File: src/hdl/dst_pkg.sv
// dst_pkg: shared field widths, request and status codes and the search
// unit command/response types for the descriptor slot table
// no dependencies
`default_nettype none

package dst_pkg;

	// payload field widths
	localparam int REQ_W      = 3;
	localparam int HANDLE_W   = 32;
	localparam int SLOT_W     = 10;
	localparam int STATUS_W   = 2;
	localparam int HIGH_W     = 11;
	localparam int IN_DATA_W  = 64;
	localparam int OUT_DATA_W = 56;

	// widest bitmap word examined by the search unit per cycle
	localparam int MAX_CHUNK = 64;

	// request codes
	localparam logic [REQ_W-1:0] REQ_ADOPT  = 3'd0;
	localparam logic [REQ_W-1:0] REQ_LOOKUP = 3'd1;
	localparam logic [REQ_W-1:0] REQ_DUP    = 3'd2;
	localparam logic [REQ_W-1:0] REQ_DUP_TO = 3'd3;
	localparam logic [REQ_W-1:0] REQ_CLOSE  = 3'd4;
	localparam logic [REQ_W-1:0] REQ_COE    = 3'd5;

	// status codes
	localparam logic [STATUS_W-1:0] ST_OK    = 2'd0;
	localparam logic [STATUS_W-1:0] ST_BADF  = 2'd1;
	localparam logic [STATUS_W-1:0] ST_MFILE = 2'd2;

	typedef struct packed {
		logic              start;
		logic              find_high;
		logic [SLOT_W-1:0] from;
	} srch_cmd_t;

	typedef struct packed {
		logic              done;
		logic              found;
		logic [SLOT_W-1:0] index;
	} srch_rsp_t;

endpackage

`default_nettype wire

File: src/hdl/dst_search.sv
// dst_search: multi-cycle priority search over the slot used bitmap,
// one bitmap word per cycle; lowest free at or above a start, or highest used
// depends on dst_pkg
`default_nettype none

module dst_search #(
	parameter int SLOTS = 256
) (
	input  logic              clk,
	input  logic              arst_n,
	input  logic [SLOTS-1:0]  used,
	input  dst_pkg::srch_cmd_t cmd,
	output dst_pkg::srch_rsp_t rsp
);
	import dst_pkg::*;

	localparam int CW   = (SLOTS < MAX_CHUNK) ? (2 ** $clog2(SLOTS)) : MAX_CHUNK;
	localparam int NCH  = (SLOTS + CW - 1) / CW;
	localparam int CHW  = (NCH > 1) ? $clog2(NCH) : 1;
	localparam int OW   = $clog2(CW);
	localparam int PADW = NCH * CW;
	localparam logic [CHW-1:0]  LAST_CH = CHW'(NCH - 1);
	localparam logic [SLOT_W:0] SLOTS_V = (SLOT_W + 1)'(SLOTS);

	logic [PADW-1:0] busy_map;
	logic [PADW-1:0] set_map;
	logic            busy_q;
	logic            high_q;
	logic [CHW-1:0]  chunk_q;
	logic [OW-1:0]   lo_q;
	srch_rsp_t       rsp_q;
	logic [CW-1:0]   word;
	logic [CW-1:0]   cand;
	logic            hit;
	logic            at_end;
	logic [OW-1:0]   off;
	logic [SLOT_W-1:0] found_idx;

	function automatic logic [OW-1:0] enc_low(input logic [CW-1:0] v);
		logic [OW-1:0] r;
		r = '0;
		for (int i = CW - 1; i >= 0; i--) begin
			if (v[i]) r = OW'(i);
		end
		return r;
	endfunction

	function automatic logic [OW-1:0] enc_high(input logic [CW-1:0] v);
		logic [OW-1:0] r;
		r = '0;
		for (int i = 0; i < CW; i++) begin
			if (v[i]) r = OW'(i);
		end
		return r;
	endfunction

	// pad bits beyond the table: busy for the free search, clear for the used search
	generate
		if (PADW > SLOTS) begin : g_pad
			assign busy_map = {{(PADW - SLOTS){1'b1}}, used};
			assign set_map  = {{(PADW - SLOTS){1'b0}}, used};
		end else begin : g_nopad
			assign busy_map = used;
			assign set_map  = used;
		end
	endgenerate

	always_comb begin
		word      = high_q ? set_map[chunk_q * CW +: CW] : ~busy_map[chunk_q * CW +: CW];
		cand      = word & ({CW{1'b1}} << lo_q);
		hit       = |cand;
		off       = high_q ? enc_high(cand) : enc_low(cand);
		at_end    = high_q ? (chunk_q == '0) : (chunk_q == LAST_CH);
		found_idx = SLOT_W'({chunk_q, off});
	end

	always_ff @(posedge clk or negedge arst_n) begin
		if (!arst_n) begin
			busy_q  <= 1'b0;
			high_q  <= 1'b0;
			chunk_q <= '0;
			lo_q    <= '0;
			rsp_q   <= '0;
		end else begin
			if (cmd.start) begin
				high_q <= cmd.find_high;
				if (cmd.find_high) begin
					chunk_q    <= LAST_CH;
					lo_q       <= '0;
					busy_q     <= 1'b1;
					rsp_q.done <= 1'b0;
				end else if ({1'b0, cmd.from} >= SLOTS_V) begin
					// start beyond the table: nothing to find
					lo_q   <= '0;
					busy_q <= 1'b0;
					rsp_q  <= '{done: 1'b1, found: 1'b0, index: '0};
				end else begin
					chunk_q    <= CHW'(cmd.from >> OW);
					lo_q       <= cmd.from[OW-1:0];
					busy_q     <= 1'b1;
					rsp_q.done <= 1'b0;
				end
			end else if (busy_q) begin
				if (hit) begin
					busy_q <= 1'b0;
					rsp_q  <= '{done: 1'b1, found: 1'b1, index: found_idx};
				end else if (at_end) begin
					busy_q <= 1'b0;
					rsp_q  <= '{done: 1'b1, found: 1'b0, index: '0};
				end else begin
					chunk_q    <= high_q ? (chunk_q - 1'b1) : (chunk_q + 1'b1);
					lo_q       <= '0;
					rsp_q.done <= 1'b0;
				end
			end else begin
				rsp_q.done <= 1'b0;
			end
		end
	end

	assign rsp = rsp_q;

endmodule

`default_nettype wire

File: config.mk
export PLATFORM = sky130hd
export DESIGN_NAME = dst_search
export DESIGN_NICKNAME = d
export VERILOG_FILES = /design/src/hdl/dst_pkg.sv /design/src/hdl/dst_search.sv
export SDC_FILE = /design/constraint.sdc
export NUM_CORES = 1
export LEC_CHECK = 0
export ABC_AREA = 0
export BUFFER_PORTS_ARGS = -buffer_cell sky130_fd_sc_hd__buf_4
export CAP_MARGIN = 25
export CORE_UTILIZATION = 45
export DETAILED_ROUTE_END_ITERATION = 6
export GPL_TIMING_DRIVEN = 0
export PLACE_DENSITY_LB_ADDON = 0.05
export SYNTH_ARGS = -nofsm -noshare
export SYNTH_HDL_FRONTEND = slang
export SYNTH_SLANG_ARGS = --single-unit
File: constraint.sdc
create_clock -name clk -period 3.38 [get_ports clk]
set_input_delay 0.676 -clock clk [delete_from_list [all_inputs] [get_ports clk]]
set_output_delay 0.676 -clock clk [all_outputs]
set_load 0.02 [all_outputs]
==> results.sh, run 1 <==
export IMPL_status="finished with violations"
export IMPL_violations="negative setup slack"
export IMPL_synthArstFlopShare_pct=100.0
export IMPL_slew_headroom_pct=49.59
export IMPL_crit_path_cell_trace="buf_2 > clkinvlp_4 > buf_4 > clkbuf_4 > buf_4 > nand3_1 > o32ai_1 > o221ai_2 > a311oi_1 > nor4_2 > o21a_1 > o21ai_1 > a32o_1"
export IMPL_dr_total_vias=8303
export IMPL_cp_required_ps=3570
export IMPL_initial_core_util_pct=46.20
export IMPL_syn_inst=759
export IMPL_ys_seq_elements=20
export IMPL_intPower_mw=2.198
export IMPL_h_tree_depth=1
export IMPL_finalCriticalPeriod_ps=3425
export IMPL_diodes=0
export IMPL_ant_nets=0
export IMPL_root_buffer="clkbuf_16"
export IMPL_die_h_um=118.8
export IMPL_p_sw_mw=2.123
export IMPL_power_mw=4.321
export IMPL_die_w_um=118.8
export IMPL_clkLatencyLatePin_ps=260
export IMPL_comb_power_share_pct=85.3
export IMPL_cts_tree="built"
export IMPL_avgSynthCellArea_um2=8.092
export IMPL_tightest_slew_ps=750.4
export IMPL_hold_viol=0
export IMPL_ys_seq_area_share_pct=8.148
export IMPL_fin_nets=1350
export IMPL_first_iter_violations=991
export IMPL_swShare_pct=49.13
export IMPL_cpPeakStageDelay_ps=370
export IMPL_areaGrowthSynthToFinish_pct=51.54
export IMPL_grt_max_degree=21
export IMPL_io_pins=282
export IMPL_ys_warn_count=0
export IMPL_drv_slew=0
export IMPL_finClkSkew_ps=2.102
export IMPL_dp_hpwl_mm=23.85
export IMPL_layout_setup_ws_ps=-44.90
export IMPL_fmax_mhz=292.0
export IMPL_worstSetupEndpointType="flip-flop"
export IMPL_utilization_pct=70.01
export IMPL_via_per_inst=6.616
export IMPL_maxCapViolCount=0
export IMPL_ys_types=81
export IMPL_placement_io_buffers=278
export IMPL_critPathSlowestCell="o32ai_1"
export IMPL_crit_type="reg -> reg"
export IMPL_cts_made_buffers=3
export IMPL_crit_path_frequent_cell="buf_4"
export IMPL_grt_overflow=0
export IMPL_core_mm2=0.01330
export IMPL_clockBufferDepth=2
export IMPL_crit_buf_inv=5
export IMPL_finalSetupViolations=3
export IMPL_synth_edf_count=0
export IMPL_grt_pass1_wl_mm=45.08
export IMPL_grt_setup_unrepaired="true"
export IMPL_power_leakage_nw=4.077
export IMPL_min_period_over_period_pct=101.3
export IMPL_finalWirelength_mm=30.15
export IMPL_wl_per_cell_um=24.02
export IMPL_cp_max_fo=10
export IMPL_hold_path_class="in -> async"
export IMPL_syn_area_mm2=0.006142
export IMPL_dieArea_mm2=0.01412
export IMPL_clk_pin_slew_worst_paths_ps=60
export IMPL_firstDrtPassIters=5
export IMPL_numClockSinks=20
export IMPL_seqPwrFrac_pct=6.8
export IMPL_worstPathArrival_ps=3620
export IMPL_gp_congestion=1.044
export IMPL_rows=42
export IMPL_antenna_found_initial=0
export IMPL_crit_family="compound AO/OA/AOI/OAI gates"
export IMPL_power_frac_clock_pct=7.8
export IMPL_synth_main_ff_cell="dfrtp_1"
export IMPL_crit_path_start_kind="flip-flop"
export IMPL_drc=0
export IMPL_powerDensity_mw_per_mm2=464.3
export IMPL_drive_above_1_share_pct=47.27
export IMPL_first_global_vias=8193
export IMPL_vdd_ir_drop_max_mv=0.2260
export IMPL_grt_use_total_pct=41.83
-- cells in the final DEF, fill, tap and decap left out, drive strengths merged, types with 4 or more instances in the layout --
master   netlist  final
a211o         10     10
a211oi         7      7
a21boi        11     11
a21o          14     14
a21oi         41     41
a221oi         9      9
a22o          12     12
a22oi          4      4
a311oi         5      5
a31oi         10     10
a32o           4      4
and2          11     11
and3          17     17
and4           5      5
buf           40    357
clkbuf        28     29
dfrtp         20     20
inv           17     17
mux4          64     64
nand2         83     83
nand2b        16     16
nand3         19     19
nand3b         4      4
nand4         11     11
nor2          48     48
nor2b          5      5
nor3          25     25
nor4           8      8
o2111ai        7      7
o211a          4      4
o211ai        11     11
o21a          15     15
o21ai         47     47
o221ai         8      8
o22ai          6      6
o31ai          6      6
or2            8      8
or3           17     17
xnor2         42     42
-- sequential cells by signal, indices dropped and copies added (netlist names) --
register and count:
high_q 1, lo_q 6, rsp 10, chunk_q 2
busy_q 1
-- synthesized netlist by cell type, types with 10 or more instances --
cell type	n	area [um^2]
clkbuf_1	26	97.59
a21oi_1	41	205.2
inv_1	17	63.81
a31oi_1	10	62.56
xnor2_1	42	367.9
a21o_1	14	105.1
nor3_1	25	125.1
buf_2	25	125.1
and2_1	11	68.82
and3_1	17	106.4
nand4_1	10	62.56
a211o_1	10	87.58
dfrtp_1	20	500.5
a22o_1	12	105.1
or3_1	17	106.4
o21ai_0	44	220.2
nand3_1	18	90.09
o21a_1	15	112.6
mux4_2	64	1441
nor2_1	48	180.2
nand2_1	83	311.6
o211ai_1	11	82.58
nand2b_1	16	100.1
-- final cells by class --
type / count / area [um^2]
clock inverter: 1 / 30.03
buffer: 64 / 483.0
sequential: 20 / 501.7
fill: 1140 / 3988
inverter: 18 / 71.32
multi-input combinational: 654 / 5484
tap: 176 / 220.2
clock buffer: 3 / 75.07
timing repair buffer: 319 / 2442
-- through the flow --
stage	TNS [ps]	instance area (um^2)	instances	hold WS, ps	setup slack (ps)
after floorplan	0	6146	760	380.4	162.0
after global placement	-8940	8453	1214	460.9	-624.3
after detailed placement	-9075	8453	1214	468.2	-612.9
after CTS	-11.22	8975	1240	301.9	-8.376
after global routing	-1040	9308	1255	314.4	-111.3
final	-95.40	9308	1255	294.8	-44.90
-- power groups by stage --
stage | clock network [mW] | logic [mW] | registers (mW)
2_1_floorplan | 0 | 2.15 | 0.318
3_3_place_gp | 0 | 3.10 | 0.294
3_5_place_dp | 0 | 3.11 | 0.294
4_1_cts | 0.336 | 3.37 | 0.294
5_1_grt | 0.346 | 3.89 | 0.298
6_report | 0.339 | 3.69 | 0.295
-- kinds of logic (layout without fill, tap and decap cells) --
group,after synthesis,in the layout,synth area share (%)
xor gates and xnor gates,42,42,5.989
other,1,2,0.06105
and+or+nand+nor,285,285,24.40
buffers and inverters,86,405,7.109
AOI/OAI and AO/OA,259,259,30.41
muxes,66,66,23.87
DFF,20,20,8.148
-- path summary, 6_finish.rpt --
check	startpoint	to	slack (ps)	depth (start not counted)
max in group asynchronous	arst_n	lo_q[1]	2840	1
min reg2reg	rsp[4]	rsp[4]	490	1
max	high_q	rsp[0]	-40	13
min	arst_n	rsp[11]	290	1
max reg2reg	high_q	rsp[0]	-40	13
min in group clk	rsp[4]	rsp[4]	490	1
-- layer usage --
metal	track usage [%]	wire length [um]
met2	66.70	13760
met5	0	0
met3	9.579	3464
met1	50.74	10960
met4	26.98	1960
-- repair_timing --
action | CTS | global route
hold endpoints to repair | 0 | 0
hold buffers | 0 | 0
pin swaps | 16 | 23
buffers inserted | 24 | 17
gates cloned | 0 | 0
endpoints found under the setup margin | 19 | 18
resized for setup | 69 | 53
No activity file was read; power rests on OpenSTA's default activity.
==> run 2: changes to the inputs <==
- ABC_CLOCK_PERIOD_IN_PS: not set -> 3030
- clock period: 3.38 -> 3.03 ns (I/O delays scaled with it)
==> run 2 against run 1 <==
Compared with the run above: the flow still finishes with violations (negative setup slack); cell count is 2.2% higher; sequential power is 11% higher; total power is 18% higher; die area stayed put; hold slack worse by 71 ps; register-to-register slack worse by 370 ps; sequential cell count stayed put; first-iteration DRC count is 8.3% higher; count of clock-buffer cells in the layout stayed put; sequential share of layout area is 0.22 points lower; via count is 2.4% higher; largest cell class unchanged.
==> results.sh, run 2 (synthesis gave the netlist of run 1 again) <==
export IMPL_areaGrowthSynthToFinish_pct=57.65
export IMPL_dp_hpwl_mm=24.10
export IMPL_firstDrtPassIters=5
export IMPL_drive_above_1_share_pct=49.50
export IMPL_clk_pin_slew_worst_paths_ps=60
export IMPL_io_pins=282
export IMPL_layout_setup_ws_ps=-417.2
export IMPL_fill_cells=1076
export IMPL_comb_power_share_pct=86.3
export IMPL_ant_nets=0
export IMPL_crit_path_start_kind="flip-flop"
export IMPL_numClockSinks=20
export IMPL_clkLatencyLatePin_ps=260
export IMPL_dieArea_mm2=0.01412
export IMPL_busiest_layer="met2"
export IMPL_slew_headroom_pct=50.94
export IMPL_gp_congestion=1.061
export IMPL_diodes=0
export IMPL_worstSetupEndpointType="flip-flop"
export IMPL_fmax_mhz=290.1
export IMPL_cts_made_buffers=3
export IMPL_first_iter_violations=1073
export IMPL_finalWirelength_mm=31.50
export IMPL_power_frac_clock_pct=7.3
export IMPL_place_ws_ps=-1006
export IMPL_via_per_inst=6.629
export IMPL_hold_viol=0
export IMPL_maxCapViolCount=0
export IMPL_use_met2_pct=70.80
export IMPL_final_cell_mix="350 x buf_4, 77 x nand2_1, 64 x mux4_2"
export IMPL_placement_io_buffers=278
export IMPL_dr_total_vias=8505
export IMPL_grt_overflow=0
export IMPL_grt_setup_unrepaired="true"
export IMPL_grt_use_total_pct=42.79
export IMPL_min_period_over_period_pct=113.8
export IMPL_met3_usage_pct=9.818
export IMPL_crit_type="reg -> reg"
export IMPL_grt_max_degree=21
export IMPL_finClkSkew_ps=5.146
export IMPL_p_sw_mw=2.477
export IMPL_hold_path_class="in -> async"
export IMPL_intPower_mw=2.636
export IMPL_seqPwrFrac_pct=6.4
export IMPL_fin_hold_ws_ps=223.8
export IMPL_cp_required_ps=3170
export IMPL_die_h_um=118.8
export IMPL_fin_nets=1378
export IMPL_drv_slew=0
export IMPL_power_mw=5.113
export IMPL_cts_tree="built"
export IMPL_finalCriticalPeriod_ps=3447
export IMPL_powerDensity_mw_per_mm2=528.0
export IMPL_setup_tns_ps=-6517
export IMPL_rows=42
export IMPL_grt_pass1_wl_mm=45.63
export IMPL_die_w_um=118.8
export IMPL_first_global_vias=8269
export IMPL_drc=0
export IMPL_worstPathArrival_ps=3590
export IMPL_vdd_ir_drop_max_mv=0.3228
export IMPL_root_buffer="clkbuf_16"
export IMPL_h_tree_depth=1
export IMPL_violations="negative setup slack"
export IMPL_use_met1_pct=51.46
export IMPL_wl_per_cell_um=24.55
export IMPL_status="finished with violations"
export IMPL_power_leakage_nw=4.263
export IMPL_antenna_found_initial=0
export IMPL_final_common_cell="buf_4"
export IMPL_cp_max_fo=10
export IMPL_largest_reg_flops=10
export IMPL_tightest_slew_ps=728.3
export IMPL_clockBufferDepth=2
export IMPL_design_area_mm2=0.009683
export IMPL_core_mm2=0.01330
export IMPL_swShare_pct=48.44
export IMPL_initial_core_util_pct=46.20
export IMPL_finalSetupViolations=19
export IMPL_place_area_mm2=0.008499
[run 2: cell types whose count changed in the layout (fill, tap and decap cells not counted), sizes merged]
cell	delta
buf	+26
clkbuf	+2
[run 2: worst max-delay path, cell delays in order (launching register included)]
cell      delay (ps)
dfrtp_1          380
buf_2            230
and4_1           210
clkbuf_1         480
a21boi_0         240
o22ai_1          380
o32ai_2          260
nor4_4           310
nand4_4          220
nor2b_4          220
o21a_1           150
a32o_1           260
[run 2: area by class of cell]
cell class	instances	area, um^2	area share [%]
Clock buffer	3	75.07	0.7753
Multi-Input combinational cell	654	5599	57.82
Inverter	18	71.32	0.7365
Sequential cell	20	500.5	5.169
Timing Repair Buffer	346	2680	27.68
Tap cell	176	220.2	2.274
Clock inverter	1	30.03	0.3101
Buffer	65	506.7	5.233
[run 2: worst paths after layout]
path	start	to	slack [ps]	cells past startpoint
worst max register to register	lo_q[3]	rsp[1]	-420	11
worst max-delay path	lo_q[3]	rsp[1]	-420	11
worst min register to register	rsp[4]	rsp[4]	480	1
worst min-delay path	arst_n	rsp[11]	220	1
min in group clk	rsp[4]	rsp[4]	480	1
max in group asynchronous	arst_n	lo_q[3]	2580	1
[run 2: metrics by stage]
step                util (%)  std cells
floorplan                  -        760
global placement       63.93       1214
detailed placement     63.93       1214
CTS                    71.06       1267
global route           72.83       1283
finish                 72.83       1283
[run 2: layer usage]
layer | vias up | part of all wire (%) | wire [um]
li1 | 3680 | - | -
met1 | 4022 | 36 | 11280
met2 | 676 | 47 | 14890
met3 | 127 | 11 | 3517
met4 | 0 | 5.7 | 1809
met5 | - | 0 | 0
[run 2: power by group through the flow]
stage | logic (mW) | clock network [mW] | registers [mW]
after CTS | 4.06 | 0.372 | 0.328
after floorplan | 2.42 | 0 | 0.354
after global placement | 3.48 | 0 | 0.327
after global routing | 4.60 | 0.385 | 0.331
after detailed placement | 3.49 | 0 | 0.328
final | 4.41 | 0.373 | 0.328
[run 2: what timing repair did]
item                       CTS  global route
pin swaps                   30            14
hold buffers                 0             0
hold endpoints to repair     0             0
setup endpoints to repair   19            19
gates cloned                 3             1
gates resized for setup    100            31
buffers inserted            49            17
